==> config.mk <==
export PLATFORM = sky130hd
export DESIGN_NAME = touch_panel_coordinate_scaler_core_flat
export DESIGN_NICKNAME = d
export VERILOG_FILES = /design/src/rtl/core/tpcs_pkg.sv /design/src/rtl/core/tpcs_req_if.sv /design/src/rtl/core/tpcs_rsp_if.sv /design/src/rtl/core/tpcs_csr_if.sv /design/src/rtl/core/tpcs_ctrl.sv /design/src/rtl/core/tpcs_datapath.sv /design/src/rtl/core/touch_panel_coordinate_scaler_core.sv /design/src/flat_wrapper.sv
export SDC_FILE = /design/constraint.sdc
export NUM_CORES = 1
export LEC_CHECK = 0
export BUFFER_PORTS_ARGS = -buffer_cell sky130_fd_sc_hd__buf_2
export CAP_MARGIN = 20
export CORE_ASPECT_RATIO = 0.6
export CORE_MARGIN = 5
export CORE_UTILIZATION = 46
export CTS_BUF_LIST = sky130_fd_sc_hd__clkbuf_4
export CTS_CLUSTER_DIAMETER = 30
export DETAILED_ROUTE_END_ITERATION = 8
export GPL_TIMING_DRIVEN = 0
export PLACE_DENSITY = 0.68
export SETUP_SLACK_MARGIN = 0.2
export SYNTH_ARGS = -nofsm -noshare
export SYNTH_HDL_FRONTEND = slang
export SYNTH_SLANG_ARGS = --single-unit
==> constraint.sdc <==
create_clock -name clock -period 22 [get_ports clock]
set_input_delay 2.2 -clock clock [delete_from_list [all_inputs] [get_ports clock]]
set_output_delay 2.2 -clock clock [all_outputs]
set_load 0.05 [all_outputs]
==> src/rtl/core/tpcs_pkg.sv <==
// ----------------------------------------------------------------------------
// tpcs_pkg
// Shared types and constants for the touch panel coordinate scaler.
// ----------------------------------------------------------------------------
package tpcs_pkg;

   localparam int WORD_BITS     = 16;   // raw converter word
   localparam int CFG_BITS      = 12;   // calibration and pixel registers
   localparam int PROD_BITS     = 2 * CFG_BITS;  // pixels * offset
   localparam int DIV_STEPS     = PROD_BITS;     // one quotient bit per step
   localparam int STEP_CNT_BITS = 5;
   localparam int CSR_IDX_BITS  = 4;

   typedef logic [CSR_IDX_BITS-1:0] csr_idx_type;
   typedef logic [CFG_BITS-1:0]     cfg_word_type;

   // register map
   localparam csr_idx_type CSR_READING_MIN = csr_idx_type'(0);
   localparam csr_idx_type CSR_READING_MAX = csr_idx_type'(1);
   localparam csr_idx_type CSR_X_PIXELS    = csr_idx_type'(2);
   localparam csr_idx_type CSR_Y_PIXELS    = csr_idx_type'(3);

   // reset values
   localparam cfg_word_type RST_READING_MIN = cfg_word_type'(200);
   localparam cfg_word_type RST_READING_MAX = cfg_word_type'(1800);
   localparam cfg_word_type RST_X_PIXELS    = cfg_word_type'(240);
   localparam cfg_word_type RST_Y_PIXELS    = cfg_word_type'(320);

   typedef enum logic [1:0] {
      ST_IDLE,
      ST_LOAD,
      ST_DIV,
      ST_WRITE
   } tpcs_state_type;

   typedef struct packed {
      logic capture;   // take the raw words
      logic load;      // clip, offset, multiply, seed dividers
      logic div_step;  // one restoring division step on both axes
      logic write;     // update held point and present result
   } tpcs_cmd_type;

   typedef struct packed {
      logic out_free;  // result register empty or being taken
   } tpcs_sts_type;

endpackage

==> src/rtl/core/tpcs_req_if.sv <==
// ----------------------------------------------------------------------------
// tpcs_req_if
// Input channel: one pair of raw converter words per item.
// ----------------------------------------------------------------------------
interface tpcs_req_if;
   logic        valid;
   logic        ready;
   logic [15:0] raw_x_word;
   logic [15:0] raw_y_word;

   modport source (output valid, output raw_x_word, output raw_y_word, input ready);
   modport sink   (input valid, input raw_x_word, input raw_y_word, output ready);
endinterface

==> src/rtl/core/tpcs_rsp_if.sv <==
// ----------------------------------------------------------------------------
// tpcs_rsp_if
// Result channel: held display point and its valid flag.
// ----------------------------------------------------------------------------
interface tpcs_rsp_if;
   logic        valid;
   logic        ready;
   logic [11:0] point_x;
   logic [11:0] point_y;
   logic        point_valid;

   modport source (output valid, output point_x, output point_y, output point_valid,
                   input ready);
   modport sink   (input valid, input point_x, input point_y, input point_valid,
                   output ready);
endinterface

==> src/rtl/core/tpcs_csr_if.sv <==
// ----------------------------------------------------------------------------
// tpcs_csr_if
// Configuration write channel: register index and write data.
// ----------------------------------------------------------------------------
interface tpcs_csr_if;
   logic        valid;
   logic        ready;
   logic [3:0]  index;
   logic [11:0] data;

   modport source (output valid, output index, output data, input ready);
   modport sink   (input valid, input index, input data, output ready);
endinterface

==> src/rtl/core/tpcs_ctrl.sv <==
// ----------------------------------------------------------------------------
// tpcs_ctrl
// Sequencer: accept, load, 24 division steps, write back.
// ----------------------------------------------------------------------------
module tpcs_ctrl (
   input  logic                  clock,
   input  logic                  reset,
   input  logic                  req_valid,
   output logic                  req_ready,
   output tpcs_pkg::tpcs_cmd_type cmd,
   input  tpcs_pkg::tpcs_sts_type sts
);
   import tpcs_pkg::*;

   localparam logic [STEP_CNT_BITS-1:0] LAST_STEP = STEP_CNT_BITS'(DIV_STEPS - 1);

   tpcs_state_type             state_ff, state_in;
   logic [STEP_CNT_BITS-1:0]   cnt_ff, cnt_in;

   always_ff @(posedge clock) begin
      if (reset) begin
         state_ff <= ST_IDLE;
         cnt_ff   <= '0;
      end else begin
         state_ff <= state_in;
         cnt_ff   <= cnt_in;
      end
   end

   always_comb begin
      state_in  = state_ff;
      cnt_in    = cnt_ff;
      cmd       = '0;
      req_ready = 1'b0;
      case (state_ff)
         ST_IDLE: begin
            req_ready = 1'b1;
            if (req_valid) begin
               cmd.capture = 1'b1;
               state_in    = ST_LOAD;
            end
         end
         ST_LOAD: begin
            cmd.load = 1'b1;
            cnt_in   = '0;
            state_in = ST_DIV;
         end
         ST_DIV: begin
            cmd.div_step = 1'b1;
            if (cnt_ff == LAST_STEP) begin
               state_in = ST_WRITE;
            end else begin
               cnt_in = cnt_ff + 1'b1;
            end
         end
         ST_WRITE: begin
            if (sts.out_free) begin
               cmd.write = 1'b1;
               state_in  = ST_IDLE;
            end
         end
         default: begin
            state_in = ST_IDLE;
         end
      endcase
   end

   // step counter never runs past the quotient width
   a_cnt_range: assert property (@(posedge clock) disable iff (reset)
      state_ff == ST_DIV |-> cnt_ff <= LAST_STEP)
      else $error("division step count out of range");

   // a captured item always goes straight to the load cycle
   a_capture_load: assert property (@(posedge clock) disable iff (reset)
      cmd.capture |=> state_ff == ST_LOAD)
      else $error("capture not followed by load");

   // the last division step hands over to write-back
   a_div_done: assert property (@(posedge clock) disable iff (reset)
      (state_ff == ST_DIV && cnt_ff == LAST_STEP) |=> state_ff == ST_WRITE)
      else $error("division did not finish into write-back");

   // write-back only into a free result register
   a_write_free: assert property (@(posedge clock) disable iff (reset)
      cmd.write |-> sts.out_free)
      else $error("write-back over a pending result");

endmodule

==> src/rtl/core/tpcs_datapath.sv <==
// ----------------------------------------------------------------------------
// tpcs_datapath
// Config registers, clip and offset, per-axis multiply and restoring divide,
// held point doubling as the result register.
// ----------------------------------------------------------------------------
module tpcs_datapath #(
   parameter int READING_BITS = 12
) (
   input  logic                  clock,
   input  logic                  reset,
   input  logic [15:0]           raw_x_word,
   input  logic [15:0]           raw_y_word,
   input  logic                  csr_valid,
   input  tpcs_pkg::csr_idx_type csr_index,
   input  tpcs_pkg::cfg_word_type csr_data,
   input  tpcs_pkg::tpcs_cmd_type cmd,
   output tpcs_pkg::tpcs_sts_type sts,
   output logic                  rsp_valid,
   input  logic                  rsp_ready,
   output logic [11:0]           point_x,
   output logic [11:0]           point_y,
   output logic                  point_valid
);
   import tpcs_pkg::*;

   localparam int CMP_BITS = (READING_BITS > CFG_BITS) ? READING_BITS : CFG_BITS;

   // config
   cfg_word_type min_ff, min_in, max_ff, max_in;
   cfg_word_type xpix_ff, xpix_in, ypix_ff, ypix_in;
   // captured readings
   logic [READING_BITS-1:0] rd_x_ff, rd_x_in, rd_y_ff, rd_y_in;
   // division lanes: numerator shifts out, quotient shifts in
   logic [PROD_BITS-1:0] num_x_ff, num_x_in, num_y_ff, num_y_in;
   cfg_word_type         rem_x_ff, rem_x_in, rem_y_ff, rem_y_in;
   cfg_word_type         span_ff, span_in;
   logic                 span_ok_ff, span_ok_in;
   // held point / result register
   cfg_word_type held_x_ff, held_x_in, held_y_ff, held_y_in;
   logic         held_valid_ff, held_valid_in;
   logic         rsp_valid_ff, rsp_valid_in;

   cfg_word_type off_x, off_y, quot_x, quot_y;
   logic         ok;

   // clip to [min, max] and remove the floor
   function automatic cfg_word_type clip_off(input logic [READING_BITS-1:0] rd,
                                             input cfg_word_type lo,
                                             input cfg_word_type hi);
      logic [CMP_BITS-1:0] r, l, h, c;
      r = CMP_BITS'(rd);
      l = CMP_BITS'(lo);
      h = CMP_BITS'(hi);
      c = r;
      if (c < l) c = l;
      if (c > h) c = h;
      return CFG_BITS'(c - l);
   endfunction

   // one restoring step: {remainder, numerator-with-quotient}
   function automatic logic [CFG_BITS+PROD_BITS-1:0] div_step(
         input cfg_word_type rem, input logic [PROD_BITS-1:0] num,
         input cfg_word_type den);
      logic [CFG_BITS:0] trial;
      logic              q;
      trial = {rem, num[PROD_BITS-1]};
      q     = (trial >= {1'b0, den});
      if (q) trial = trial - {1'b0, den};
      return {trial[CFG_BITS-1:0], num[PROD_BITS-2:0], q};
   endfunction

   always_comb begin
      min_in        = min_ff;
      max_in        = max_ff;
      xpix_in       = xpix_ff;
      ypix_in       = ypix_ff;
      rd_x_in       = rd_x_ff;
      rd_y_in       = rd_y_ff;
      num_x_in      = num_x_ff;
      num_y_in      = num_y_ff;
      rem_x_in      = rem_x_ff;
      rem_y_in      = rem_y_ff;
      span_in       = span_ff;
      span_ok_in    = span_ok_ff;
      held_x_in     = held_x_ff;
      held_y_in     = held_y_ff;
      held_valid_in = held_valid_ff;
      rsp_valid_in  = rsp_valid_ff && !rsp_ready;

      off_x  = clip_off(rd_x_ff, min_ff, max_ff);
      off_y  = clip_off(rd_y_ff, min_ff, max_ff);
      quot_x = num_x_ff[CFG_BITS-1:0];
      quot_y = num_y_ff[CFG_BITS-1:0];
      ok     = span_ok_ff && (quot_x != '0) && (quot_y != '0);

      if (csr_valid) begin
         case (csr_index)
            CSR_READING_MIN: min_in  = csr_data;
            CSR_READING_MAX: max_in  = csr_data;
            CSR_X_PIXELS:    xpix_in = csr_data;
            CSR_Y_PIXELS:    ypix_in = csr_data;
            default: ;
         endcase
      end

      if (cmd.capture) begin
         rd_x_in = raw_x_word[WORD_BITS-1 -: READING_BITS];
         rd_y_in = raw_y_word[WORD_BITS-1 -: READING_BITS];
      end

      if (cmd.load) begin
         num_x_in   = PROD_BITS'(xpix_ff) * PROD_BITS'(off_x);
         num_y_in   = PROD_BITS'(ypix_ff) * PROD_BITS'(off_y);
         rem_x_in   = '0;
         rem_y_in   = '0;
         span_in    = max_ff - min_ff;
         span_ok_in = max_ff > min_ff;
      end

      if (cmd.div_step) begin
         {rem_x_in, num_x_in} = div_step(rem_x_ff, num_x_ff, span_ff);
         {rem_y_in, num_y_in} = div_step(rem_y_ff, num_y_ff, span_ff);
      end

      if (cmd.write) begin
         rsp_valid_in = 1'b1;
         if (ok) begin
            held_x_in     = xpix_ff - quot_x;
            held_y_in     = quot_y;
            held_valid_in = 1'b1;
         end else begin
            held_valid_in = 1'b0;
         end
      end
   end

   always_ff @(posedge clock) begin
      if (reset) begin
         min_ff        <= RST_READING_MIN;
         max_ff        <= RST_READING_MAX;
         xpix_ff       <= RST_X_PIXELS;
         ypix_ff       <= RST_Y_PIXELS;
         held_x_ff     <= '0;
         held_y_ff     <= '0;
         held_valid_ff <= 1'b0;
         rsp_valid_ff  <= 1'b0;
         span_ok_ff    <= 1'b0;
      end else begin
         min_ff        <= min_in;
         max_ff        <= max_in;
         xpix_ff       <= xpix_in;
         ypix_ff       <= ypix_in;
         held_x_ff     <= held_x_in;
         held_y_ff     <= held_y_in;
         held_valid_ff <= held_valid_in;
         rsp_valid_ff  <= rsp_valid_in;
         span_ok_ff    <= span_ok_in;
      end
   end

   always_ff @(posedge clock) begin
      rd_x_ff  <= rd_x_in;
      rd_y_ff  <= rd_y_in;
      num_x_ff <= num_x_in;
      num_y_ff <= num_y_in;
      rem_x_ff <= rem_x_in;
      rem_y_ff <= rem_y_in;
      span_ff  <= span_in;
   end

   assign sts.out_free = !rsp_valid_ff || rsp_ready;
   assign rsp_valid    = rsp_valid_ff;
   assign point_x      = held_x_ff;
   assign point_y      = held_y_ff;
   assign point_valid  = held_valid_ff;

endmodule

==> src/rtl/core/touch_panel_coordinate_scaler_core.sv <==
// ----------------------------------------------------------------------------
// touch_panel_coordinate_scaler_core
// Sequence after the input item is accepted: load/multiply, 24 division steps,
//   then write-back into the registered result.
// A new item is accepted only after write-back of the previous one; the pace is
//   set by the 24-step restoring divider, and rsp_ stalls stretch write-back.
// A new item is taken while the previous result still waits on rsp_.
// Reset (synchronous, active high): calibration back to defaults, held point 0.
// ----------------------------------------------------------------------------
module touch_panel_coordinate_scaler_core #(
   parameter int READING_BITS = 12   // converter bits taken from the top of the word
) (
   input  logic       clock,
   input  logic       reset,
   tpcs_req_if.sink   req_chan,
   tpcs_rsp_if.source rsp_chan,
   tpcs_csr_if.sink   csr_chan
);
   import tpcs_pkg::*;

   tpcs_cmd_type cmd;
   tpcs_sts_type sts;

   // register writes are always taken; software must write only while idle, not enforced here
   assign csr_chan.ready = 1'b1;

   // sequencer: owns the input handshake and the step count
   tpcs_ctrl u_ctrl (
      .clock     (clock),
      .reset     (reset),
      .req_valid (req_chan.valid),
      .req_ready (req_chan.ready),
      .cmd       (cmd),
      .sts       (sts)
   );

   // datapath: config, clip, multiply, two divider lanes, held point
   tpcs_datapath #(
      .READING_BITS (READING_BITS)
   ) u_datapath (
      .clock       (clock),
      .reset       (reset),
      .raw_x_word  (req_chan.raw_x_word),
      .raw_y_word  (req_chan.raw_y_word),
      .csr_valid   (csr_chan.valid),
      .csr_index   (csr_chan.index),
      .csr_data    (csr_chan.data),
      .cmd         (cmd),
      .sts         (sts),
      .rsp_valid   (rsp_chan.valid),
      .rsp_ready   (rsp_chan.ready),
      .point_x     (rsp_chan.point_x),
      .point_y     (rsp_chan.point_y),
      .point_valid (rsp_chan.point_valid)
   );

endmodule
==> src/flat_wrapper.sv <==
// flat-port wrapper written by rule: the top's interface ports become plain ports
module touch_panel_coordinate_scaler_core_flat import tpcs_pkg::*;
#(
   parameter int READING_BITS = 12                                                   
)
  (clock, reset, req_chan_valid, req_chan_raw_x_word, req_chan_raw_y_word, req_chan_ready, rsp_chan_valid, rsp_chan_point_x, rsp_chan_point_y, rsp_chan_point_valid, rsp_chan_ready, csr_chan_valid, csr_chan_index, csr_chan_data, csr_chan_ready);
  tpcs_req_if req_chan_i ();
  tpcs_rsp_if rsp_chan_i ();
  tpcs_csr_if csr_chan_i ();
  input  logic clock;
  input  logic reset;
  input wire logic [$bits(req_chan_i.valid)-1:0] req_chan_valid;
  input wire logic [$bits(req_chan_i.raw_x_word)-1:0] req_chan_raw_x_word;
  input wire logic [$bits(req_chan_i.raw_y_word)-1:0] req_chan_raw_y_word;
  output wire logic [$bits(req_chan_i.ready)-1:0] req_chan_ready;
  output wire logic [$bits(rsp_chan_i.valid)-1:0] rsp_chan_valid;
  output wire logic [$bits(rsp_chan_i.point_x)-1:0] rsp_chan_point_x;
  output wire logic [$bits(rsp_chan_i.point_y)-1:0] rsp_chan_point_y;
  output wire logic [$bits(rsp_chan_i.point_valid)-1:0] rsp_chan_point_valid;
  input wire logic [$bits(rsp_chan_i.ready)-1:0] rsp_chan_ready;
  input wire logic [$bits(csr_chan_i.valid)-1:0] csr_chan_valid;
  input wire logic [$bits(csr_chan_i.index)-1:0] csr_chan_index;
  input wire logic [$bits(csr_chan_i.data)-1:0] csr_chan_data;
  output wire logic [$bits(csr_chan_i.ready)-1:0] csr_chan_ready;
  assign req_chan_i.valid = req_chan_valid;
  assign req_chan_i.raw_x_word = req_chan_raw_x_word;
  assign req_chan_i.raw_y_word = req_chan_raw_y_word;
  assign req_chan_ready = req_chan_i.ready;
  assign rsp_chan_valid = rsp_chan_i.valid;
  assign rsp_chan_point_x = rsp_chan_i.point_x;
  assign rsp_chan_point_y = rsp_chan_i.point_y;
  assign rsp_chan_point_valid = rsp_chan_i.point_valid;
  assign rsp_chan_i.ready = rsp_chan_ready;
  assign csr_chan_i.valid = csr_chan_valid;
  assign csr_chan_i.index = csr_chan_index;
  assign csr_chan_i.data = csr_chan_data;
  assign csr_chan_ready = csr_chan_i.ready;
  touch_panel_coordinate_scaler_core #(.READING_BITS(READING_BITS)) u_core (.clock(clock), .reset(reset), .req_chan(req_chan_i), .rsp_chan(rsp_chan_i), .csr_chan(csr_chan_i));
endmodule
; ---- After elaboration in Yosys (flattened, before gate mapping)
; Cells that the tools add are included.
[totals]
in_bits = 53
out_inout_bits = 28
ff_bits = 190
wordCells = 92
[op_classes]
n_mul = 2
magnitude_cmp = 7
n_eq_ne = 11
n_reduce_logical = 19
add_sub_neg = 7
n_mux = 28
[ops]
columns = operator, count
row1 = $mux 12, 9
row2 = $mux 24, 4
row3 = $sub 12x12->12, 6
row4 = $mul 12x12->24, 2
row5 = $gt 12x12->1, 3
row6 = $ge 13x12->1, 2
row7 = $lt 12x12->1, 2
row8 = $reduce_bool 12->1, 2
row9 = $reduce_and 2->1, 6
row10 = $pmux 5 s2, 1
row11 = $mux 1, 9
row12 = $eq 4x2->1 const B, 2
row13 = $pmux 2 s4, 1
row14 = $mux 2, 3
row15 = $ne 2x2->1 const B, 3
row16 = $add 5x1->5 const B, 1
row17 = $eq 5x5->1 const B, 1
row18 = $mux 5, 1
row19 = $eq 2x2->1 const B, 2
row20 = $eq 4x1->1 const B, 1
row21 = $logic_not 4->1, 1
row22 = $reduce_bool 2->1, 2
row23 = $logic_and 1x1->1, 3
row24 = $reduce_and 3->1, 1
row25 = 5 further kinds, 6

; ---- Depth between registers and ports, before layout
; Gate-level depths: netlist of the first run.
[logic_depth]
ltp_word = 8
ltp_mapped = 44
ltp_nobuf = 41

; ---- Cells and area by module
; Synthesis of the first run repeated with hierarchy kept, for this count alone.
[unflattened]
cells_unflattened = 2443
hier_area_um2 = 21604.5
[modules_own_cells]
columns = module, cells_per_inst, seq_area_each_um2, n_inst, area_per_inst_um2
row1 = tpcs_datapath, 2389, 4744.6, 1, 21132.8
row2 = tpcs_ctrl, 52, 140.1, 1, 460.4
row3 = touch_panel_coordinate_scaler_core, 2, 0.0, 1, 11.3

; ---- Worst setup path after synthesis of the first run
; OpenSTA, ideal clock, no wires.
[synth_path]
kind = reg-to-reg
startpoint = reg u_core.u_datapath.min_ff[11]
endpoint = reg u_core.u_datapath.num_x_ff[23], data pin
required_ns = 21.738
arrival_ns = 9.636
stages_incl_launch_ff = 41
setup_time_ns = 0.262
slack_ns = 12.102
cell_sequence = dfxtp_1 clkbuf_1 inv_1 ha_1 a211o_1 a211oi_2 nor2_1 clkbuf_1 nand2_1 o21ai_0 ha_1 and3_1 a221o_1 a221oi_2 o2bb2ai_2 buf_2 mux2_2 ha_1 [5 not listed] a21oi_1 xor2_1 clkbuf_1 and2_1 fa_1 fa_1 fa_1 fa_1 inv_1 fa_1 inv_1 ha_1 a21oi_1 o221a_2 o21ai_0 a221o_1 mux2i_1 o21ai_0
[synth_between]
elab_chain_cells = 8
[synth_lines]
columns = item, line_no
row1 = start: declaration, tpcs_datapath.sv:29  ; cfg_word_type min_ff, min_in, max_ff, max_in;
row2 = start signal: assignment, tpcs_datapath.sv:149  ; min_ff <= min_in;
row3 = $lt 12x12->1, tpcs_datapath.sv:55  ; if (c < l) c = l;
row4 = $mux 12, tpcs_datapath.sv:55
row5 = $gt 12x12->1, tpcs_datapath.sv:56  ; if (c > h) c = h;
row6 = $mux 12, tpcs_datapath.sv:56
row7 = $sub 12x12->12 *, tpcs_datapath.sv:57  ; return CFG_BITS'(c - l);
row8 = $mul 12x12->24 *, tpcs_datapath.sv:112  ; num_x_in = PROD_BITS'(xpix_ff) * PROD_BITS'(off_x);
row9 = $mux 24 *, tpcs_datapath.sv:111  ; if (cmd.load) begin
row10 = $mux 24 *, tpcs_datapath.sv:120  ; if (cmd.div_step) begin
row11 = named net u_core.u_datapath.num_x_in[23], tpcs_datapath.sv:34  ; logic [PROD_BITS-1:0] num_x_ff, num_x_in, num_y_ff, num_y_in;
row12 = end signal: assignment, tpcs_datapath.sv:164  ; num_x_ff <= num_x_in;
row13 = end: declaration, tpcs_datapath.sv:34
; Mark *: on every way through the listed nets, which the timed path passes. The rest lies on a longest branch. The select of a mux whose other input is x is not followed.
; A chain may end at the register's enable or synchronous reset.

; ---- Worst setup path after layout of the first run
[layout_path]
startpoint = reg u_core.u_datapath.min_ff[11]
endpoint = reg u_core.u_datapath.num_x_ff[22], data pin
; Same word-level chain as after synthesis.

==> results of run 1 <==
## metrics by stage
stage               setup slack, ns  instance area (um^2)  util [%]  hold WS, ns  std cells
floorplan                     12.10                 22000         -        0.452       2466
global placement              10.14                 23100      48.6        0.466       3175
global route                   8.92                 23500      49.4        0.532       3211
finish                         9.33                 23500      49.4        0.504       3215
detailed placement             9.86                 23200      48.7        0.476       3176
CTS                            9.83                 23400      49.3        0.503       3208
## worst register-to-register path, delay by kind of cell, from the launching register on
| family | cells | cell delay [ns] |
|---|---|---|
| muxes | 1 | 0.38 |
| and+or+nand+nor | 7 | 1.22 |
| xor gates and xnor gates | 1 | 0.55 |
| adders and majority gates | 10 | 4.03 |
| buffers and inverters | 8 | 2.20 |
| DFF | 1 | 0.63 |
| AOI/OAI and AO/OA | 14 | 3.45 |
## path summary, 6_finish.rpt
path                                    end                    startpoint  depth (start not counted)  slack, ns
min                 u_core.u_ctrl.cnt_ff[4]       u_core.u_ctrl.cnt_ff[4]                          2       0.50
min reg2reg         u_core.u_ctrl.cnt_ff[4]       u_core.u_ctrl.cnt_ff[4]                          2       0.50
max          u_core.u_datapath.num_x_ff[22]  u_core.u_datapath.min_ff[11]                         41       9.33
max reg2reg  u_core.u_datapath.num_x_ff[22]  u_core.u_datapath.min_ff[11]                         41       9.33
## cell type report
| cell class | count | area share, % |
|---|---|---|
| Sequential cell | 190 | 20.8 |
| Tap cell | 640 | 3.41 |
| Timing Repair Buffer | 72 | 1.74 |
| Multi-Input combinational cell | 1817 | 65.3 |
| Buffer | 103 | 1.81 |
| Antenna cell | 5 | 0.0533 |
| Clock buffer | 18 | 0.575 |
| Inverter | 356 | 5.69 |
| Clock inverter | 14 | 0.591 |
## cell usage in the layout, fill, tap and decap left out, types with 20 or more instances in the layout
cell / instances
inv_1: 355
nand2_1: 243
ha_1: 243
fa_1: 206
nor2_1: 167
edfxtp_1: 108
o21ai_0: 93
a21oi_1: 92
and2_1: 89
buf_2: 84
dfxtp_1: 82
clkbuf_1: 77
mux2i_1: 67
nand3_1: 64
nand2b_1: 50
nor3_1: 44
nor2b_1: 40
xnor2_1: 39
mux2_2: 33
nand4_1: 31
o21a_1: 28
and3_1: 24
xor2_1: 23
a21o_1: 21
a211oi_1: 20
## cells by family after synthesis
logic type,count (synthesis),share of synthesized area (%)
fa+ha+maj,450,32.6
compound gates,372,11.0
buf+inv,459,8.01
mux,101,4.81
xor+xnor,62,2.47
other cells,1,0.0171
simple gates,831,18.8
flops,190,22.2
## routing by layer
layer  GRT usage, %  wire length, um  vias up
met5              0               14        -
met4           6.36             1600        2
met3           8.64             8290       89
met2           35.5            26100      840
met1           38.6            31500     8838
li1               -                -     8477
==> qor.yml, run 1 <==
holdBufCountCts: 0
wl_per_cell_um: 21.0
rsz0062_at_grt: "false"
grt_pass1_wl_mm: 104
required_ns: 22.46
syn-instance-count: 2466
synth-seq-cells: 190
antenna_found_initial: 3
routed_wl_mm: 67.5
clock_latency_ns: 0.68
reg.largest.list: "u_core.u_datapath.num_x_ff: 24 flops, u_core.u_datapath.num_y_ff: 24 flops"
worst_pin_slew_ns: 1.08
portBuffers: 69
worstPathMaxFanout: 10
clockBufferDepth: 2
synth_area_um2: 22000
critPathMaxStageDelay_ns: 0.63
critPathKind: "flip-flop to flip-flop"
gr-total-overflow: 0
cp_slowest_cell: "dfxtp_1"
syn-mean-instance-area_um2: 8.92
slew_headroom_pct: 28.2
drt-pass1-iter-count: 5
slew_violations: 0
setup_tns_ns: 0
cp-start-kind: "flip-flop"
dieWidth_um: 292
vias: 18246
final_nets: 3060
status: "finished, final reports clean"
setup_viol_count_final: 0
ys_warn_count: 0
synth_flop_cell: "edfxtp_1"
seq_area_frac_synth_pct: 22.2
clock_skew_ns: 0.0338
die_h_um: 179
end_kind: "flip-flop"
fillers: 4484
synth.most_common_cell: "inv_1"
hold_viol: 0
critPathTopFamily: "adder cells"
cts_root_buffer: "clkbuf_4"
synthesis.nets: 2969
clkSinkCount: 190
core_um2: 47600
clkTransAtPathRegs_ns: 0.20
yosysTopAreaCell: "fa_1"
grt_max_degree: 49
synth_area_leaders: "fa_1 19%, edfxtp_1 15%, ha_1 14%"
min_period_over_period_pct: 57.6
synth_cell_types: 77
post_cts_buffers: 0
multi_input_area_um2: 15400
worst-path-buf-inv: 8
synth_commonest_cells: "355 x inv_1, 244 x ha_1, 243 x nand2_1, 206 x fa_1, 167 x nor2_1"
seqCellArea_um2: 4880
cap_violations: 0
max_freq_mhz: 79.0
drive_above_1_share_pct: 7.04
min_path_type: "flip-flop to flip-flop"
grt_pass1_vias: 17790
dieArea_um2: 52400
synth_edf_count: 108
via_per_inst: 5.68
drtAntennaViolNets: 0
synthToLayoutAreaGrowth_pct: 6.86
min_period_ns: 12.67
drtIter0Drc: 1814
route.detailed.drc: 0
initial_core_util_pct: 46.2
gp_congestion: 1.02
synth_top_area_share_pct: 18.8
cts_buffers: 17
cts_tree: "done"
arrival_ns: 13.13
track_usage_pct: 25.7
boundaryPins: 81
cts_resized: 0
h-tree-depth: 4
hpwl_mm: 55.2
row_count: 62
async_reset_ff_share_pct: 0
Power of run 1 is not shown: default switching activity piles up to over one toggle a cycle in this logic, so the estimate is an artifact.
==> run 2: changes to the inputs <==
--- a/config.mk
+++ b/config.mk
@@ -14,7 +14,7 @@
 export CTS_CLUSTER_DIAMETER = 30
 export DETAILED_ROUTE_END_ITERATION = 8
 export GPL_TIMING_DRIVEN = 0
-export PLACE_DENSITY = 0.68
+export PLACE_DENSITY = 0.71
 export SETUP_SLACK_MARGIN = 0.2
 export SYNTH_ARGS = -nofsm -noshare
 export SYNTH_HDL_FRONTEND = slang
==> constraint.sdc (replaced) <==
create_clock -name clock -period 11.1 [get_ports clock]
set_input_delay 1.11 -clock clock [delete_from_list [all_inputs] [get_ports clock]]
set_output_delay 1.11 -clock clock [all_outputs]
set_load 0.05 [all_outputs]
==> run 2 against run 1 <==
Against the previous run: worst hold slack improved by 0.0051 ns; clock skew increased by 0.0071 ns; global-route usage grew 0.12 points; via count is 3.1% higher; count of clock-buffer cells in the layout down 1; final cell count increased by 0.93%; die area unchanged; first-iteration DRC count increased by 4.9%; maximum frequency grew 19%; critical endpoint is now u_core.u_datapath.num_x_ff[23].
==> qor.yml, run 2 (synthesis results as in run 1) <==
busiest_layer: "met1"
hpwl_mm: 55.0  # -0.45%
initial_core_util_pct: 46.2  # unchanged
clkSinkCount: 190  # unchanged
synthToLayoutAreaGrowth_pct: 10.4
core_um2: 47600  # unchanged
setup_viol_count_final: 0  # unchanged
max_freq_mhz: 93.6  # +19%
slew_headroom_pct: 27.4  # -0.83 points
worst_pin_slew_ns: 1.08  # +0.00421 ns
cp-start-kind: "flip-flop"
h-tree-depth: 4  # unchanged
layout_commonest_cell: "inv_1"
row_count: 62  # unchanged
clock_latency_ns: 0.68  # about the same
drt-pass1-iter-count: 6  # +1
critPathKind: "flip-flop to flip-flop"
place_inst: 3176  # unchanged
dieArea_um2: 52400  # unchanged
min_period_over_period_pct: 96.2  # +39 points
cts_buffers: 17  # unchanged
met1_usage_pct: 38.8  # +0.16 points
clock_skew_ns: 0.0409  # +0.00712 ns
dieWidth_um: 292  # unchanged
fin_cells: 3245  # +0.93%
cts_root_buffer: "clkbuf_4"
via_per_inst: 5.80  # +2.1%
end_kind: "flip-flop"
clkTransAtPathRegs_ns: 0.17  # -0.03 ns
met2_usage_pct: 37.2  # +1.7 points
cp_slowest_cell: "fa_1"
drtIter0Drc: 1902  # +4.9%
arrival_ns: 11.09  # -2.04 ns
status: "finished, final reports clean"
route.detailed.drc: 0  # unchanged
boundaryPins: 81  # unchanged
gp_congestion: 0.977  # -4.2%
antenna_found_initial: 0  # -3
vias: 18812  # +3.1%
worstPathMaxFanout: 10  # unchanged
hold_viol: 0  # unchanged
critPathMaxStageDelay_ns: 0.54  # -0.09 ns
grt_max_degree: 45  # -8.2%
drtAntennaViolNets: 0  # unchanged
cts_tree: "done"
cp_common_cell: "fa_1"
portBuffers: 69  # unchanged
mostFrequentLayoutCells: "346 x inv_1, 243 x nand2_1, 240 x ha_1"
grt_pass1_vias: 18243  # +2.5%
track_usage_pct: 25.8  # +0.12 points
gr-total-overflow: 0  # unchanged
slew_violations: 0  # unchanged
grt_pass1_wl_mm: 105  # +1.2%
min_period_ns: 10.68  # -1.99 ns
wl_per_cell_um: 21.2  # +0.98%
min_path_type: "flip-flop to flip-flop"
diodes: 0  # -5
required_ns: 11.51  # -10.95 ns
drive_above_1_share_pct: 11.5  # +4.5 points
cap_violations: 0  # unchanged
routed_wl_mm: 68.8  # +1.9%
final_nets: 3095  # +1.1%
die_h_um: 179  # unchanged
met3_usage_pct: 6.32  # -2.3 points
rsz0062_at_grt: "true"
reg.largest.list: "u_core.u_datapath.num_x_ff: 24 flops, u_core.u_datapath.num_y_ff: 24 flops"
clockBufferDepth: 2  # unchanged
-- run 2: cell types whose count changed in the layout (fill, tap and decap cells not counted), moves of 7 or more --
cell / delta
clkbuf_1: -17
inv_1: -9
o21ai_2: +7
buf_4: +38
dfxtp_1: -8
a21oi_1: -9
clkbuf_2: +9
clkinvlp_4: +9
o21ai_0: -12
-- run 2: worst max-delay path: cells and delay by family (launching register included) --
kind	cells	cell delay (ns)
buffers and inverters	11	1.47
AOI/OAI and AO/OA	14	2.95
and+or+nand+nor	7	1.04
xor gates and xnor gates	1	0.09
DFF	1	0.46
adders and majority gates	10	3.83
muxes	2	0.56
-- run 2: cell type report --
cell class	count	area, um^2
plain buffers	103	497
clock buffers	17	128
well taps	640	801
repair buffers	107	687
inverters	356	1370
fillers	4365	23300
clock inverters	15	178
multi-input cells	1817	15700
flip-flops and latches	190	4900
-- run 2: metrics by stage --
step           setup TNS (ns)  hold WS [ns]  cell area, um^2  util [%]  setup WS (ns)
6_report                    0         0.509            24300      51.0          0.420
5_1_grt                     0         0.526            24300      51.0          0.124
4_1_cts                     0         0.501            23700      49.8          0.203
3_5_place_dp           -21.34         0.480            23200      48.7          -1.46
3_3_place_gp           -17.34         0.464            23100      48.6          -1.30
2_1_floorplan               0         0.452            22000         -           1.20
-- run 2: metal layers --
layer / up-vias / share of wire [%]
met5: - / 0
met4: 0 / 3.1
met3: 137 / 11
met2: 943 / 40
met1: 9182 / 46
li1: 8550 / -
-- run 2: path summary, 6_finish.rpt --
| check | from | endpoint | slack (ns) | cells past startpoint |
|---|---|---|---|---|
| worst max-delay path | u_core.u_datapath.min_ff[11] | u_core.u_datapath.num_x_ff[23] | 0.42 | 45 |
| worst min register to register | u_core.u_datapath.point_y[0] | u_core.u_datapath.point_y[0] | 0.51 | 2 |
| worst max register to register | u_core.u_datapath.min_ff[11] | u_core.u_datapath.num_x_ff[23] | 0.42 | 45 |
| worst min-delay path | u_core.u_datapath.point_y[0] | u_core.u_datapath.point_y[0] | 0.51 | 2 |
-- run 2: timing repair --
action	4_1_cts	5_1_grt
endpoints found under the setup margin	27	23
hold buffers	0	0
pin swaps	5	18
setup buffers	7	29
resized for setup	50	107
Power of run 2 is left out for the same reason.
